--- config.mk ---
export PLATFORM = sky130hd
export DESIGN_NAME = multi_sensor_average_hysteresis_unit_flat
export DESIGN_NICKNAME = d
export VERILOG_FILES = /design/src/rtl/msah_pkg.sv /design/src/rtl/msah_ifs.sv /design/src/rtl/multi_sensor_average_hysteresis_unit.sv /design/src/flat_wrapper.sv
export VERILOG_INCLUDE_DIRS = /design/src /design/src/rtl
export SDC_FILE = /design/constraint.sdc
export NUM_CORES = 2
export LEC_CHECK = 0
export CORE_UTILIZATION = 39
export DETAILED_ROUTE_END_ITERATION = 10
export DONT_BUFFER_PORTS = 1
export HOLD_SLACK_MARGIN = 0.12
export SLEW_MARGIN = 10
export SYNTH_ARGS = -nofsm -noshare
export SYNTH_HDL_FRONTEND = slang
export SYNTH_SLANG_ARGS = --single-unit
--- constraint.sdc ---
create_clock -name clk -period 8.48 [get_ports clk]
set_clock_uncertainty 0.1 [all_clocks]
set_input_delay 0.848 -clock clk [delete_from_list [all_inputs] [get_ports clk]]
set_output_delay 0.848 -clock clk [all_outputs]
set_load 0.02 [all_outputs]
--- src/rtl/multi_sensor_average_hysteresis_unit_assert.svh ---
// assertion macros for the sensor averaging unit
`ifndef MULTI_SENSOR_AVERAGE_HYSTERESIS_UNIT_ASSERT_SVH
`define MULTI_SENSOR_AVERAGE_HYSTERESIS_UNIT_ASSERT_SVH

// same-cycle implication under reset
`define MSAH_ASSERT_NOW(label, clk, rst_n, ante, cons, msg) \
    label: assert property (@(posedge clk) disable iff (!rst_n) (ante) |-> (cons)) \
        else $error(msg);

// next-cycle implication under reset
`define MSAH_ASSERT_NEXT(label, clk, rst_n, ante, cons, msg) \
    label: assert property (@(posedge clk) disable iff (!rst_n) (ante) |=> (cons)) \
        else $error(msg);

`endif

--- src/rtl/msah_pkg.sv ---
// shared constants and types for the sensor averaging unit
package msah_pkg;

    // window and battery depths are powers of two
    localparam int SENSOR_COUNT  = 4;
    localparam int WINDOW_DEPTH  = 16;
    localparam int BATTERY_DEPTH = 8;

    localparam int SAMPLE_W  = 10;
    localparam int CH_W      = 3;
    localparam int LEVEL_W   = 10;
    localparam int BAT_W     = 16;
    localparam int PERIOD_W  = 16;
    localparam int MASK_W    = 4;
    localparam int THR_COUNT = 4;

    localparam int SENS_AW  = (SENSOR_COUNT > 1) ? $clog2(SENSOR_COUNT) : 1;
    localparam int WIN_AW   = $clog2(WINDOW_DEPTH);
    localparam int BAT_AW   = $clog2(BATTERY_DEPTH);
    localparam int SMEM_DEPTH = SENSOR_COUNT * WINDOW_DEPTH;
    localparam int SMEM_AW  = (SMEM_DEPTH > 1) ? $clog2(SMEM_DEPTH) : 1;
    localparam int WSUM_W   = SAMPLE_W + WIN_AW;
    localparam int BSUM_W   = BAT_W + BAT_AW;
    localparam int PROD_W   = 24;

    localparam int CFG_COUNT = 8;
    localparam int CFG_AW    = $clog2(CFG_COUNT);
    localparam int PADDR_W   = CFG_AW + 2;
    localparam int PDATA_W   = 32;

    localparam logic [CH_W-1:0]     BAT_CH        = CH_W'(SENSOR_COUNT);
    localparam logic [SAMPLE_W-1:0] RESET_SAMPLE  = SAMPLE_W'(512);
    localparam logic [BAT_W-1:0]    RESET_BATTERY = BAT_W'(40000);
    localparam logic [PROD_W-1:0]   BATTERY_SCALE = PROD_W'(9075);
    localparam logic [WSUM_W-1:0]   RESET_WSUM    = WSUM_W'(512 * WINDOW_DEPTH);
    localparam logic [BSUM_W-1:0]   RESET_BSUM    = BSUM_W'(40000 * BATTERY_DEPTH);

    localparam logic [SAMPLE_W-1:0] RESET_THRESHOLD = SAMPLE_W'(300);
    localparam logic [SAMPLE_W-1:0] RESET_MARGIN    = SAMPLE_W'(20);
    localparam logic [SAMPLE_W-1:0] RESET_MIN_LEVEL = SAMPLE_W'(10);
    localparam logic [PERIOD_W-1:0] RESET_PERIOD    = PERIOD_W'(100);
    localparam logic [MASK_W-1:0]   RESET_MASK      = MASK_W'(15);

    typedef enum logic [CFG_AW-1:0] {
        REG_THRESHOLD_0 = 3'd0,
        REG_THRESHOLD_1 = 3'd1,
        REG_THRESHOLD_2 = 3'd2,
        REG_THRESHOLD_3 = 3'd3,
        REG_MARGIN      = 3'd4,
        REG_MIN_LEVEL   = 3'd5,
        REG_VBAT_PERIOD = 3'd6,
        REG_STOP_MASK   = 3'd7
    } cfg_idx_t;

endpackage

--- src/rtl/msah_ifs.sv ---
// valid/ready channel interfaces for sample and result words
interface msah_sample_if;
    import msah_pkg::*;

    logic                valid;
    logic                ready;
    logic [SAMPLE_W-1:0] sample;

    modport source (output valid, output sample, input ready);
    modport sink (input valid, input sample, output ready);
endinterface

interface msah_result_if;
    import msah_pkg::*;

    logic               valid;
    logic               ready;
    logic [CH_W-1:0]    channel;
    logic [LEVEL_W-1:0] level;
    logic               near;
    logic               detect;
    logic               cleared;
    logic               stop_request;
    logic [BAT_W-1:0]   battery_level;

    modport source (output valid, output channel, output level, output near, output detect,
                    output cleared, output stop_request, output battery_level, input ready);
    modport sink (input valid, input channel, input level, input near, input detect,
                  input cleared, input stop_request, input battery_level, output ready);
endinterface

--- src/rtl/multi_sensor_average_hysteresis_unit.sv ---
// four-sensor moving average with hysteresis detect and battery averaging
//
// samples carries one 10-bit converter word per handshake; the unit keeps its own
// channel rotation (sensors 0..3, then a battery word once every vbat_period rounds)
// and the word is taken as belonging to the channel currently selected.
// results carries one word per sample: channel, window average, hysteresis state,
// detect/cleared/stop pulses and the current battery average.
// throughput: one word per cycle while results is not stalled; the sample memory is
// read when a word is accepted, written back when stage one advances, and consecutive
// words never touch the same entry. the result sits in an output register, so a new
// sample is still taken while a result waits; when results stalls with both stages
// full, samples.ready drops.
// the APB port holds thresholds, margin, min level, battery period and stop mask;
// write it only while the unit is idle.
// reset: all flags clear, sums preset to a window of 512s and a battery history of
// 40000s; memory entries read as those values until written, so no clearing pass.
module multi_sensor_average_hysteresis_unit (
    input  logic                          clk,
    input  logic                          rst_n,
    input  logic                          psel,
    input  logic                          penable,
    input  logic                          pwrite,
    input  logic [msah_pkg::PADDR_W-1:0]  paddr,
    input  logic [msah_pkg::PDATA_W-1:0]  pwdata,
    output logic [msah_pkg::PDATA_W-1:0]  prdata,
    output logic                          pready,
    msah_sample_if.sink                   samples,
    msah_result_if.source                 results
);
    import msah_pkg::*;

`include "multi_sensor_average_hysteresis_unit_assert.svh"

    // configuration
    logic [SAMPLE_W-1:0] threshold_reg [THR_COUNT];
    logic [SAMPLE_W-1:0] margin_reg;
    logic [SAMPLE_W-1:0] min_level_reg;
    logic [PERIOD_W-1:0] vbat_period_reg;
    logic [MASK_W-1:0]   stop_mask_reg;
    logic                cfg_we;
    cfg_idx_t            cfg_idx;

    // rotation state
    logic [CH_W-1:0]     cur_ch_reg, cur_ch_next;
    logic [WIN_AW-1:0]   win_slot_reg, win_slot_next;
    logic [PERIOD_W-1:0] countdown_reg, countdown_next;
    logic [PERIOD_W-1:0] countdown_dec;
    logic [BAT_AW-1:0]   bat_slot_reg;

    // memories
    logic [SAMPLE_W-1:0] smem [SMEM_DEPTH];
    logic                smem_valid_reg [SMEM_DEPTH];
    logic [SAMPLE_W-1:0] smem_q_reg;
    logic                smem_hit_reg;
    logic [SMEM_AW-1:0]  smem_raddr;
    logic [BAT_W-1:0]    bmem [BATTERY_DEPTH];
    logic                bmem_valid_reg [BATTERY_DEPTH];
    logic [BAT_W-1:0]    bmem_q_reg;
    logic                bmem_hit_reg;

    // stage one
    logic                s1_valid_reg;
    logic [CH_W-1:0]     s1_ch_reg;
    logic [SAMPLE_W-1:0] s1_sample_reg;
    logic [BAT_W-1:0]    s1_bat_v_reg;
    logic [SMEM_AW-1:0]  s1_saddr_reg;
    logic [BAT_AW-1:0]   s1_bslot_reg;

    // running state
    logic [WSUM_W-1:0]   wsum_reg [SENSOR_COUNT];
    logic                clear_flag_reg [SENSOR_COUNT];
    logic [BSUM_W-1:0]   bsum_reg;
    logic [BAT_W-1:0]    bat_avg_reg;

    // output register
    logic                out_valid_reg;
    logic [CH_W-1:0]     out_ch_reg;
    logic [LEVEL_W-1:0]  out_level_reg;
    logic                out_near_reg;
    logic                out_detect_reg;
    logic                out_cleared_reg;
    logic                out_stop_reg;
    logic [BAT_W-1:0]    out_bat_reg;

    logic                in_acc;
    logic                s1_adv;
    logic                cur_is_sensor;
    logic                s1_is_sensor;
    logic [PROD_W-1:0]   bat_prod;

    logic [SENS_AW-1:0]  s1_idx;
    logic [SAMPLE_W-1:0] old_sample;
    logic [WSUM_W-1:0]   wsum_new;
    logic [LEVEL_W-1:0]  avg;
    logic [SAMPLE_W-1:0] thr;
    logic [SAMPLE_W:0]   upper;
    logic signed [SAMPLE_W+1:0] lower;
    logic                flag_old;
    logic                flag_new;
    logic                det;
    logic                clr;
    logic [BAT_W-1:0]    old_bat;
    logic [BSUM_W-1:0]   bsum_new;
    logic [BAT_W-1:0]    bat_avg_new;

    // apb
    assign pready  = 1'b1;
    assign cfg_we  = psel && penable && pwrite && pready;
    assign cfg_idx = cfg_idx_t'(paddr[PADDR_W-1:2]);

    always_comb
    begin
        unique case (cfg_idx)
            REG_THRESHOLD_0: prdata = PDATA_W'(threshold_reg[0]);
            REG_THRESHOLD_1: prdata = PDATA_W'(threshold_reg[1]);
            REG_THRESHOLD_2: prdata = PDATA_W'(threshold_reg[2]);
            REG_THRESHOLD_3: prdata = PDATA_W'(threshold_reg[3]);
            REG_MARGIN:      prdata = PDATA_W'(margin_reg);
            REG_MIN_LEVEL:   prdata = PDATA_W'(min_level_reg);
            REG_VBAT_PERIOD: prdata = PDATA_W'(vbat_period_reg);
            REG_STOP_MASK:   prdata = PDATA_W'(stop_mask_reg);
            default:         prdata = '0;
        endcase
    end

    always_ff @(posedge clk or negedge rst_n)
    begin
        if (!rst_n)
        begin
            for (int i = 0; i < THR_COUNT; i++)
            begin
                threshold_reg[i] <= RESET_THRESHOLD;
            end
            margin_reg      <= RESET_MARGIN;
            min_level_reg   <= RESET_MIN_LEVEL;
            vbat_period_reg <= RESET_PERIOD;
            stop_mask_reg   <= RESET_MASK;
        end
        else if (cfg_we)
        begin
            unique case (cfg_idx)
                REG_THRESHOLD_0: threshold_reg[0] <= pwdata[SAMPLE_W-1:0];
                REG_THRESHOLD_1: threshold_reg[1] <= pwdata[SAMPLE_W-1:0];
                REG_THRESHOLD_2: threshold_reg[2] <= pwdata[SAMPLE_W-1:0];
                REG_THRESHOLD_3: threshold_reg[3] <= pwdata[SAMPLE_W-1:0];
                REG_MARGIN:      margin_reg       <= pwdata[SAMPLE_W-1:0];
                REG_MIN_LEVEL:   min_level_reg    <= pwdata[SAMPLE_W-1:0];
                REG_VBAT_PERIOD: vbat_period_reg  <= pwdata[PERIOD_W-1:0];
                REG_STOP_MASK:   stop_mask_reg    <= pwdata[MASK_W-1:0];
                default:         ;
            endcase
        end
    end

    // handshake
    assign s1_adv        = s1_valid_reg && (!out_valid_reg || results.ready);
    assign samples.ready = !s1_valid_reg || s1_adv;
    assign in_acc        = samples.valid && samples.ready;
    assign cur_is_sensor = (cur_ch_reg != BAT_CH);
    assign s1_is_sensor  = (s1_ch_reg != BAT_CH);

    // channel rotation
    assign countdown_dec = countdown_reg - PERIOD_W'(1);

    always_comb
    begin
        cur_ch_next    = cur_ch_reg;
        win_slot_next  = win_slot_reg;
        countdown_next = countdown_reg;
        if (32'(cur_ch_reg) + 1 < SENSOR_COUNT)
        begin
            cur_ch_next = cur_ch_reg + CH_W'(1);
        end
        else if (!cur_is_sensor)
        begin
            cur_ch_next = '0;
        end
        else
        begin
            if (countdown_dec != '0)
            begin
                countdown_next = countdown_dec;
                cur_ch_next    = '0;
            end
            else
            begin
                countdown_next = vbat_period_reg;
                cur_ch_next    = BAT_CH;
            end
            win_slot_next = (win_slot_reg == WIN_AW'(WINDOW_DEPTH - 1)) ? '0
                                                                       : win_slot_reg + WIN_AW'(1);
        end
    end

    always_ff @(posedge clk or negedge rst_n)
    begin
        if (!rst_n)
        begin
            cur_ch_reg    <= '0;
            win_slot_reg  <= '0;
            countdown_reg <= RESET_PERIOD;
            bat_slot_reg  <= '0;
        end
        else if (in_acc)
        begin
            cur_ch_reg    <= cur_ch_next;
            win_slot_reg  <= win_slot_next;
            countdown_reg <= countdown_next;
            if (!cur_is_sensor)
            begin
                bat_slot_reg <= (bat_slot_reg == BAT_AW'(BATTERY_DEPTH - 1)) ? '0
                                                                            : bat_slot_reg + BAT_AW'(1);
            end
        end
    end

    // stage one: memory reads and battery scaling
    assign smem_raddr = SMEM_AW'((32'(cur_ch_reg) << WIN_AW) | 32'(win_slot_reg));
    assign bat_prod   = PROD_W'(samples.sample) * BATTERY_SCALE;

    always_ff @(posedge clk or negedge rst_n)
    begin
        if (!rst_n)
        begin
            s1_valid_reg <= 1'b0;
        end
        else if (in_acc)
        begin
            s1_valid_reg <= 1'b1;
        end
        else if (s1_adv)
        begin
            s1_valid_reg <= 1'b0;
        end
    end

    always_ff @(posedge clk)
    begin
        if (in_acc)
        begin
            s1_ch_reg     <= cur_ch_reg;
            s1_sample_reg <= samples.sample;
            s1_bat_v_reg  <= bat_prod[PROD_W-1:8];
            s1_saddr_reg  <= smem_raddr;
            s1_bslot_reg  <= bat_slot_reg;
            smem_hit_reg  <= smem_valid_reg[smem_raddr];
            bmem_hit_reg  <= bmem_valid_reg[bat_slot_reg];
        end
    end

    // sample window memory
    always_ff @(posedge clk)
    begin
        if (s1_adv && s1_is_sensor)
        begin
            smem[s1_saddr_reg] <= s1_sample_reg;
        end
        if (in_acc)
        begin
            smem_q_reg <= smem[smem_raddr];
        end
    end

    // battery history memory
    always_ff @(posedge clk)
    begin
        if (s1_adv && !s1_is_sensor)
        begin
            bmem[s1_bslot_reg] <= s1_bat_v_reg;
        end
        if (in_acc)
        begin
            bmem_q_reg <= bmem[bat_slot_reg];
        end
    end

    always_ff @(posedge clk or negedge rst_n)
    begin
        if (!rst_n)
        begin
            for (int i = 0; i < SMEM_DEPTH; i++)
            begin
                smem_valid_reg[i] <= 1'b0;
            end
            for (int i = 0; i < BATTERY_DEPTH; i++)
            begin
                bmem_valid_reg[i] <= 1'b0;
            end
        end
        else if (s1_adv)
        begin
            if (s1_is_sensor)
            begin
                smem_valid_reg[s1_saddr_reg] <= 1'b1;
            end
            else
            begin
                bmem_valid_reg[s1_bslot_reg] <= 1'b1;
            end
        end
    end

    // stage two: sum update and hysteresis
    assign s1_idx     = s1_ch_reg[SENS_AW-1:0];
    assign old_sample = smem_hit_reg ? smem_q_reg : RESET_SAMPLE;
    assign wsum_new   = wsum_reg[s1_idx] - WSUM_W'(old_sample) + WSUM_W'(s1_sample_reg);
    assign avg        = wsum_new[WSUM_W-1:WIN_AW];
    assign thr        = threshold_reg[s1_ch_reg[1:0]];
    assign upper      = {1'b0, thr} + {1'b0, margin_reg};
    assign lower      = $signed({2'b00, thr}) - $signed({2'b00, margin_reg});
    assign flag_old   = clear_flag_reg[s1_idx];

    always_comb
    begin
        det      = 1'b0;
        clr      = 1'b0;
        flag_new = flag_old;
        if (!flag_old)
        begin
            if ({1'b0, avg} > upper)
            begin
                flag_new = 1'b1;
                clr      = 1'b1;
            end
        end
        else if (($signed({2'b00, avg}) < lower) && (avg > min_level_reg))
        begin
            flag_new = 1'b0;
            det      = 1'b1;
        end
    end

    assign old_bat     = bmem_hit_reg ? bmem_q_reg : RESET_BATTERY;
    assign bsum_new    = bsum_reg - BSUM_W'(old_bat) + BSUM_W'(s1_bat_v_reg);
    assign bat_avg_new = bsum_new[BSUM_W-1:BAT_AW];

    always_ff @(posedge clk or negedge rst_n)
    begin
        if (!rst_n)
        begin
            for (int i = 0; i < SENSOR_COUNT; i++)
            begin
                wsum_reg[i]       <= RESET_WSUM;
                clear_flag_reg[i] <= 1'b1;
            end
            bsum_reg    <= RESET_BSUM;
            bat_avg_reg <= '0;
        end
        else if (s1_adv)
        begin
            if (s1_is_sensor)
            begin
                wsum_reg[s1_idx]       <= wsum_new;
                clear_flag_reg[s1_idx] <= flag_new;
            end
            else
            begin
                bsum_reg    <= bsum_new;
                bat_avg_reg <= bat_avg_new;
            end
        end
    end

    // output register
    always_ff @(posedge clk or negedge rst_n)
    begin
        if (!rst_n)
        begin
            out_valid_reg <= 1'b0;
        end
        else if (s1_adv)
        begin
            out_valid_reg <= 1'b1;
        end
        else if (results.ready)
        begin
            out_valid_reg <= 1'b0;
        end
    end

    always_ff @(posedge clk)
    begin
        if (s1_adv)
        begin
            out_ch_reg <= s1_ch_reg;
            if (s1_is_sensor)
            begin
                out_level_reg   <= avg;
                out_near_reg    <= !flag_new;
                out_detect_reg  <= det;
                out_cleared_reg <= clr;
                out_stop_reg    <= det && stop_mask_reg[s1_ch_reg[1:0]];
                out_bat_reg     <= bat_avg_reg;
            end
            else
            begin
                out_level_reg   <= '0;
                out_near_reg    <= 1'b0;
                out_detect_reg  <= 1'b0;
                out_cleared_reg <= 1'b0;
                out_stop_reg    <= 1'b0;
                out_bat_reg     <= bat_avg_new;
            end
        end
    end

    assign results.valid         = out_valid_reg;
    assign results.channel       = out_ch_reg;
    assign results.level         = out_level_reg;
    assign results.near          = out_near_reg;
    assign results.detect        = out_detect_reg;
    assign results.cleared       = out_cleared_reg;
    assign results.stop_request  = out_stop_reg;
    assign results.battery_level = out_bat_reg;

    // checks
    `MSAH_ASSERT_NOW(a_no_entry_overlap, clk, rst_n,
        in_acc && s1_adv && s1_is_sensor && cur_is_sensor, smem_raddr != s1_saddr_reg,
        "sample memory read and write hit the same entry")
    `MSAH_ASSERT_NEXT(a_battery_then_sensor, clk, rst_n,
        in_acc && !cur_is_sensor, cur_ch_reg == '0,
        "battery word not followed by sensor 0")
    `MSAH_ASSERT_NOW(a_channel_range, clk, rst_n,
        1'b1, cur_ch_reg <= BAT_CH,
        "channel rotation out of range")
    `MSAH_ASSERT_NOW(a_pulse_consistent, clk, rst_n,
        out_valid_reg && (out_detect_reg || out_stop_reg),
        out_near_reg && !out_cleared_reg,
        "detect or stop word without near state")

endmodule

--- src/flat_wrapper.sv ---
// flat-port wrapper written by rule: the top's interface ports become plain ports
module multi_sensor_average_hysteresis_unit_flat import msah_pkg::*;
  (clk, rst_n, psel, penable, pwrite, paddr, pwdata, prdata, pready, samples_valid, samples_sample, samples_ready, results_valid, results_channel, results_level, results_near, results_detect, results_cleared, results_stop_request, results_battery_level, results_ready);
  msah_sample_if samples_i ();
  msah_result_if results_i ();
  input  logic clk;
  input  logic rst_n;
  input  logic psel;
  input  logic penable;
  input  logic pwrite;
  input  logic [msah_pkg::PADDR_W-1:0] paddr;
  input  logic [msah_pkg::PDATA_W-1:0] pwdata;
  output logic [msah_pkg::PDATA_W-1:0] prdata;
  output logic pready;
  input wire logic [$bits(samples_i.valid)-1:0] samples_valid;
  input wire logic [$bits(samples_i.sample)-1:0] samples_sample;
  output wire logic [$bits(samples_i.ready)-1:0] samples_ready;
  output wire logic [$bits(results_i.valid)-1:0] results_valid;
  output wire logic [$bits(results_i.channel)-1:0] results_channel;
  output wire logic [$bits(results_i.level)-1:0] results_level;
  output wire logic [$bits(results_i.near)-1:0] results_near;
  output wire logic [$bits(results_i.detect)-1:0] results_detect;
  output wire logic [$bits(results_i.cleared)-1:0] results_cleared;
  output wire logic [$bits(results_i.stop_request)-1:0] results_stop_request;
  output wire logic [$bits(results_i.battery_level)-1:0] results_battery_level;
  input wire logic [$bits(results_i.ready)-1:0] results_ready;
  assign samples_i.valid = samples_valid;
  assign samples_i.sample = samples_sample;
  assign samples_ready = samples_i.ready;
  assign results_valid = results_i.valid;
  assign results_channel = results_i.channel;
  assign results_level = results_i.level;
  assign results_near = results_i.near;
  assign results_detect = results_i.detect;
  assign results_cleared = results_i.cleared;
  assign results_stop_request = results_i.stop_request;
  assign results_battery_level = results_i.battery_level;
  assign results_i.ready = results_ready;
  multi_sensor_average_hysteresis_unit u_core (.clk(clk), .rst_n(rst_n), .psel(psel), .penable(penable), .pwrite(pwrite), .paddr(paddr), .pwdata(pwdata), .prdata(prdata), .pready(pready), .samples(samples_i), .results(results_i));
endmodule
# After elaboration in Yosys (flattened, before gate mapping)
# Memory sizes are Yosys's and may differ from the RTL's. A register that Yosys moved wholly into a read port is not among the register bits.
# Cells that the tools add are included.
[op_classes]
add_sub_neg = 11
multipliers = 1
magnitude_cmp = 13
n_eq_ne = 11
muxes = 50
bitwise_logic = 11
n_reduce_logical = 34
[ops]
columns = ["op", "n"]
rows = [
  ["32-bit one-hot mux with 8 select lines", 1],
  ["64-bit OR", 1],
  ["56-bit bitwise mux", 1],
  ["16-bit two-way mux", 3],
  ["14-bit two-way mux", 3],
  ["32-bit by 3-bit less-than comparator with 1-bit output, second input constant", 1],
  ["10-bit two-way mux", 3],
  ["14-bit binary-select mux with 2-bit select", 1],
  ["14-bit demux with 2-bit select", 1],
  ["10-bit by 14-bit multiplier with 24-bit output, second input constant", 1],
  ["1-bit two-way mux", 23],
  ["2-bit AND reduction", 11],
  ["10-bit binary-select mux with 2-bit select", 1],
  ["19-bit by 16-bit adder with 19-bit output", 1],
  ["19-bit by 16-bit subtractor with 19-bit output", 1],
  ["16-bit nonzero test", 1],
  ["16-bit by 1-bit subtractor with 16-bit output, second input constant", 1],
  ["3-bit equality test, second input constant", 5],
  ["14-bit by 10-bit adder with 14-bit output", 1],
  ["7-bit >= comparator, second input constant", 2],
  ["6-bit inverter with 7-bit output", 2],
  ["14-bit by 10-bit subtractor with 14-bit output", 1],
  ["11-bit by 12-bit less-than comparator with 1-bit output", 1],
  ["3-bit two-way mux", 4],
  ["37 further kinds", 60],
]
[totals]
ff_bits = 348
mem_bits_rw = 768
input_bits = 54
output_inout_bits = 68
word_cells = 243
n_memories = 2
[memory_table]
columns = ["name", "words", "word_bits", "read_ports", "rd_clocked_by_memory_dff", "write_ports", "line_no", "rtl"]
rows = [
  ["u_core.smem", 64, 10, 1, 1, 1, "multi_sensor_average_hysteresis_unit.sv:51", "logic [SAMPLE_W-1:0] smem [SMEM_DEPTH];"],
  ["u_core.bmem", 8, 16, 1, 1, 1, "multi_sensor_average_hysteresis_unit.sv:56", "logic [BAT_W-1:0] bmem [BATTERY_DEPTH];"],
]

# Longest topological paths before layout
[depth]
ltp_word = 11
depth_mapped = 24
ltp_nobuf = 20

# Least setup slack after synthesis
# OpenSTA, ideal clock, no wires.
[synth_timing]
kind = "register to register"
start = "reg, netlist name u_core.s1_saddr_reg[4]"
end = "reg u_core.out_near_reg, in the netlist u_core.results.near (data pin)"
setup_time_ns = 0.255
t_arrival_ns = 5.225
required_time_ns = 8.125
path_slack_ns = 2.900
stages_incl_launch_ff = 22
n_path_buf = 3
synth_period_minus_slack_ns = 5.580
cell_sequence = "edfxtp_1 -> buf_2 -> buf_1 -> buf_1 -> mux4_2 -> ha_1 -> fa_1 -> a211oi_1 -> o21ai_1 -> a31o_1 -> o21a_1 -> nor2_1 -> xnor2_1 -> ha_1 -> a21o_1 -> a21oi_1 -> nor2_1 -> a21oi_1 -> o31ai_1 -> a31oi_1 -> o31ai_2 -> and3_1"
[synth_lines]
columns = ["element", "line_no", "rtl"]
rows = [
  ["end signal: assignment", "multi_sensor_average_hysteresis_unit.sv:389", "out_near_reg <= !flag_new;"],
  ["end: declaration", "multi_sensor_average_hysteresis_unit.sv:79", "logic out_near_reg;"],
]

# Final worst setup path
[layout_timing]
start = "reg u_core.s1_ch_reg[1]"
end = "reg u_core.out_near_reg, in the netlist u_core.results.near (data pin)"
[layout_via]
elab_chain_cells = 11
word_cells_on_any_way = 23
cone_classes = "add/sub: 4; order compare: 3; eq/ne: 1; mux: 12; bitwise: 1; reduce/logical: 2"
[layout_lines]
columns = ["element", "line_no", "rtl"]
rows = [
  ["start: declaration", "multi_sensor_average_hysteresis_unit.sv:63", "logic [CH_W-1:0] s1_ch_reg;"],
  ["start signal: assignment", "multi_sensor_average_hysteresis_unit.sv:241", "s1_ch_reg <= cur_ch_reg;"],
  ["2-bit inverter with 3-bit output (implied by the code) (*)", "multi_sensor_average_hysteresis_unit.sv:306", "assign wsum_new = wsum_reg[s1_idx] - WSUM_W'(old_sample) + WSUM_W'(s1_sample_reg);"],
  ["14-bit binary-select mux with 2-bit select (*)", "multi_sensor_average_hysteresis_unit.sv:306", ""],
  ["14-bit two-way mux (implied by the code) (*) (2 in series)", "multi_sensor_average_hysteresis_unit.sv:306", ""],
  ["14-bit by 10-bit subtractor with 14-bit output (*)", "multi_sensor_average_hysteresis_unit.sv:306", ""],
  ["14-bit by 10-bit adder with 14-bit output (*)", "multi_sensor_average_hysteresis_unit.sv:306", ""],
  ["net u_core.wsum_new[8]", "multi_sensor_average_hysteresis_unit.sv:93", "logic [WSUM_W-1:0] wsum_new;"],
  ["11-bit by 12-bit less-than comparator with 1-bit output or 10-bit greater-than comparator (tied branches)", "multi_sensor_average_hysteresis_unit.sv:326", "else if (($signed({2'b00, avg}) < lower) && (avg > min_level_reg))"],
  ["1-bit logical AND", "multi_sensor_average_hysteresis_unit.sv:326", ""],
  ["1-bit two-way mux", "multi_sensor_average_hysteresis_unit.sv:326", ""],
  ["1-bit two-way mux (*)", "multi_sensor_average_hysteresis_unit.sv:318", "if (!flag_old)"],
  ["1-bit zero test (*)", "multi_sensor_average_hysteresis_unit.sv:389", ""],
]
# Mark *: on every way through the listed nets, which the timed path passes. The rest lies on a longest branch. The select of a mux whose other input is x is not followed.
# A chain may end at the register's enable or synchronous reset.

==> flow_summary_export.csv <==
group,metric,value,unit
timing,period_share,71.78,%
setup_path,worstPathArrival,6.56,ns
synth,synth-seq-area-share,63.81,%
finish,n_antenna_cell,0,
global_route,first_global_vias,28600,
global_route,grt_max_degree,276,
synth,netlist_instances,3388,
flow_run,drv_cap,0,
global_route,use_met2,29.84,%
synth,yosys_warnings,0,
route,drcViolationCount,2,
clock_tree,ctsResizeCount,0,
synth,yosysMostFrequentCell,"edfxtp_1",
finish,fin_nets,3746,
outcome,status,"complete, but fails checks",
clock_tree,cts_buffer_depth,3,
clock_tree,cts_tree,"yes",
hold_path,hold_path.class,"in -> reg",
global_route,grt_overflow,0,
clock_tree,htreeDepth,3,
global_route,busiest_layer,"met2",
synth,synthArstFlopShare,24.12,%
synth,ys.flop_type,"edfxtp_1",
setup_path,crit_path_start_kind,"flip-flop",
route,routedWlPerCell,22.69,microns
timing,max_freq,164.3,MHz
route,vias_per_cell,5.336,
global_route,grtUsageMet1,25.47,%
power,irDropWorstVdd,0.2711,mV
setup_path,critPathMaxFanout,19,
synth,yosys-top-cells-count,"edfxtp_1, nand2_1, dfrtp_1, mux4_2, inv_1",
synth,synth-edff-count,865,
route,via_count,28450,
place,place.gp.congestion,0.8223,
global_route,gr-usage-all-layers,18.28,%
floorplanning,die_area,133700,sq um
synth,ys_types,89,
clock_tree,cts.sinks,1140,
power,p_leak,21.61,nW
synth,avgSynthCellArea,15.22,sq um
global_route,grt_pass1_wl,183.7,mm
global_route,antenna_found_initial,1,
clock_tree,post-cts-setup-buffers,0,
clock_tree,root_buffer,"clkbuf_16",
place,io_buffers,0,
timing,setup_slack,2.393,ns
floorplanning,coreArea,131300,sq um
timing,fin_crit,6.087,ns
power,p_per_area,362.8,nW/um^2
floorplanning,rows,133,
floorplanning,fp.dieH,365.7,microns
route,drt_iter0_markers,2308,
route,ant_nets,0,
synth,netlist_area,51580,sq um
setup_path,end_kind,"flip-flop",
timing,rsz0062_at_grt,"no",
place,place_ws,2.380,ns
synth,synthTopCellsByArea,"edfxtp_1, dfrtp_1, mux4_2",
outcome,violations,"design-rule violations",
clock_tree,insertion_delay,0.71,ns
finish,largest_reg_flops,640,
clock_tree,clk_pin_slew_worst_paths,0.06,ns
timing,hold_viol,0,
route,routed_wl,121.0,mm
synth,synth_area_leader_cell,"edfxtp_1",
global_route,grt_use_met3,2.943,%
timing,setup_viol,0,
finish,syn_to_final_growth,12.68,%
floorplanning,initial_utilization,39.28,%
synth,ys_seq_elements,1140,
place,hpwl,74.46,mm
setup_path,cp.required,8.95,ns
setup_path,critPathKind,"reg -> reg",
timing,finalSetupTns,0,ns
timing,slew_headroom,15.18,%
timing,worst_pin_slew,1.268,ns
floorplanning,ios,122,
clock_tree,cts_made_buffers,117,
finish,drive_gt1_share,20.74,%
synth,netlist.area_leader.share,50.36,%
floorplanning,chipWidth,365.7,microns
timing,drv_slew,0,
route,dr.pass1.iters,8,
-- kinds of logic (layout without fill, tap and decap cells) --
kind of cell | count (synthesis) | count (layout) | share of synthesized area [%]
buf+inv | 374 | 548 | 3.057
simple gates | 706 | 706 | 6.482
mux | 409 | 409 | 13.27
flops | 1140 | 1140 | 63.81
xor+xnor | 59 | 59 | 1.002
fa+ha+maj | 221 | 221 | 6.300
compound gates | 477 | 477 | 6.065
other cells | 2 | 17 | 0.01456
-- through the flow --
stage	utilization, %	hold slack [ns]	power (W)	std cells	area (sq um)
floorplan	-	0.3206	0.01368	3403	51630
global placement	40.99	0.3449	0.01579	5085	53820
detailed placement	40.99	0.3492	0.01590	5085	53820
CTS	44.21	0.1204	0.02128	5329	58040
global route	44.26	0.1454	0.02244	5332	58110
finish	44.26	0.1652	0.02109	5332	58110
-- power by group --
group / internal (W) / switching, W / leakage [nW]
Sequential: 0.00692 / 0.000576 / 11.2
Clock: 0.00310 / 0.00218 / 1.96
Combinational: 0.00348 / 0.00483 / 8.43
-- metal layers --
layer	routed length [microns]	part of all wire, %	vias up
met4	2482	2.1	0
met1	53780	44	14660
met2	57820	48	763
met3	6905	5.7	153
met5	0	0	-
li1	-	-	12880
-- critical path: stages (launching register included) --
cell and delay (ns):
edfxtp_1 0.99, mux4_2 0.36, inv_1 0.06, fa_1 0.47, inv_1 0.06, fa_1 0.48
a211oi_1 0.39, o21ai_0 0.18, a21oi_1 0.24, o21bai_1 0.09, a21oi_1 0.18, xnor2_1 0.31
ha_1 0.43, nand4_1 0.18, o221ai_1 0.27, a21oi_1 0.12, nor3_1 0.18, a31oi_1 0.08
o31ai_2 0.54, and3_1 0.23
-- path summary, 6_finish.rpt --
check                                    startpoint                         to  slack, ns  cells past startpoint
hold / removal                            pwdata[0]  u_core.vbat_period_reg[0]       0.17                      2
min in group asynchronous                     rst_n         u_core.bsum_reg[1]       0.51                      2
hold reg to reg            u_core.bmem_valid_reg[6]   u_core.bmem_valid_reg[6]       0.36                      1
setup reg to reg                u_core.s1_ch_reg[1]        u_core.results.near       2.39                     19
setup / recovery                u_core.s1_ch_reg[1]        u_core.results.near       2.39                     19
max in group asynchronous                     rst_n  u_core.smem_valid_reg[19]       6.22                      4
-- layout make-up --
| type | instances | area [sq um] |
|---|---|---|
| Tap cell | 1755 | 2196 |
| Clock buffer | 161 | 3273 |
| Fill cell | 11500 | 73180 |
| Sequential cell | 1140 | 32920 |
| Inverter | 209 | 790.8 |
| Timing Repair Buffer | 116 | 996.0 |
| Multi-Input combinational cell | 1889 | 17210 |
| Clock inverter | 62 | 725.7 |
-- timing repair --
| action | 4_1_cts | 5_1_grt |
|---|---|---|
| hold endpoints to repair | 300 | 13 |
| setup endpoints to repair | 0 | 0 |
| hold buffers | 21 | 1 |
-- cells in the final DEF (no fill, tap or decap), types with 65 or more instances in the layout --
cell / instances
fa_1: 65
nor2_1: 145
inv_1: 204
ha_1: 154
or2_2: 76
nand2_1: 281
o21ai_0: 123
buf_4: 91
edfxtp_1: 865
clkbuf_16: 119
mux4_2: 211
dfrtp_1: 228
mux2i_1: 110
mux2_2: 88
a21oi_1: 101
Power figures use the tool's default switching activity.
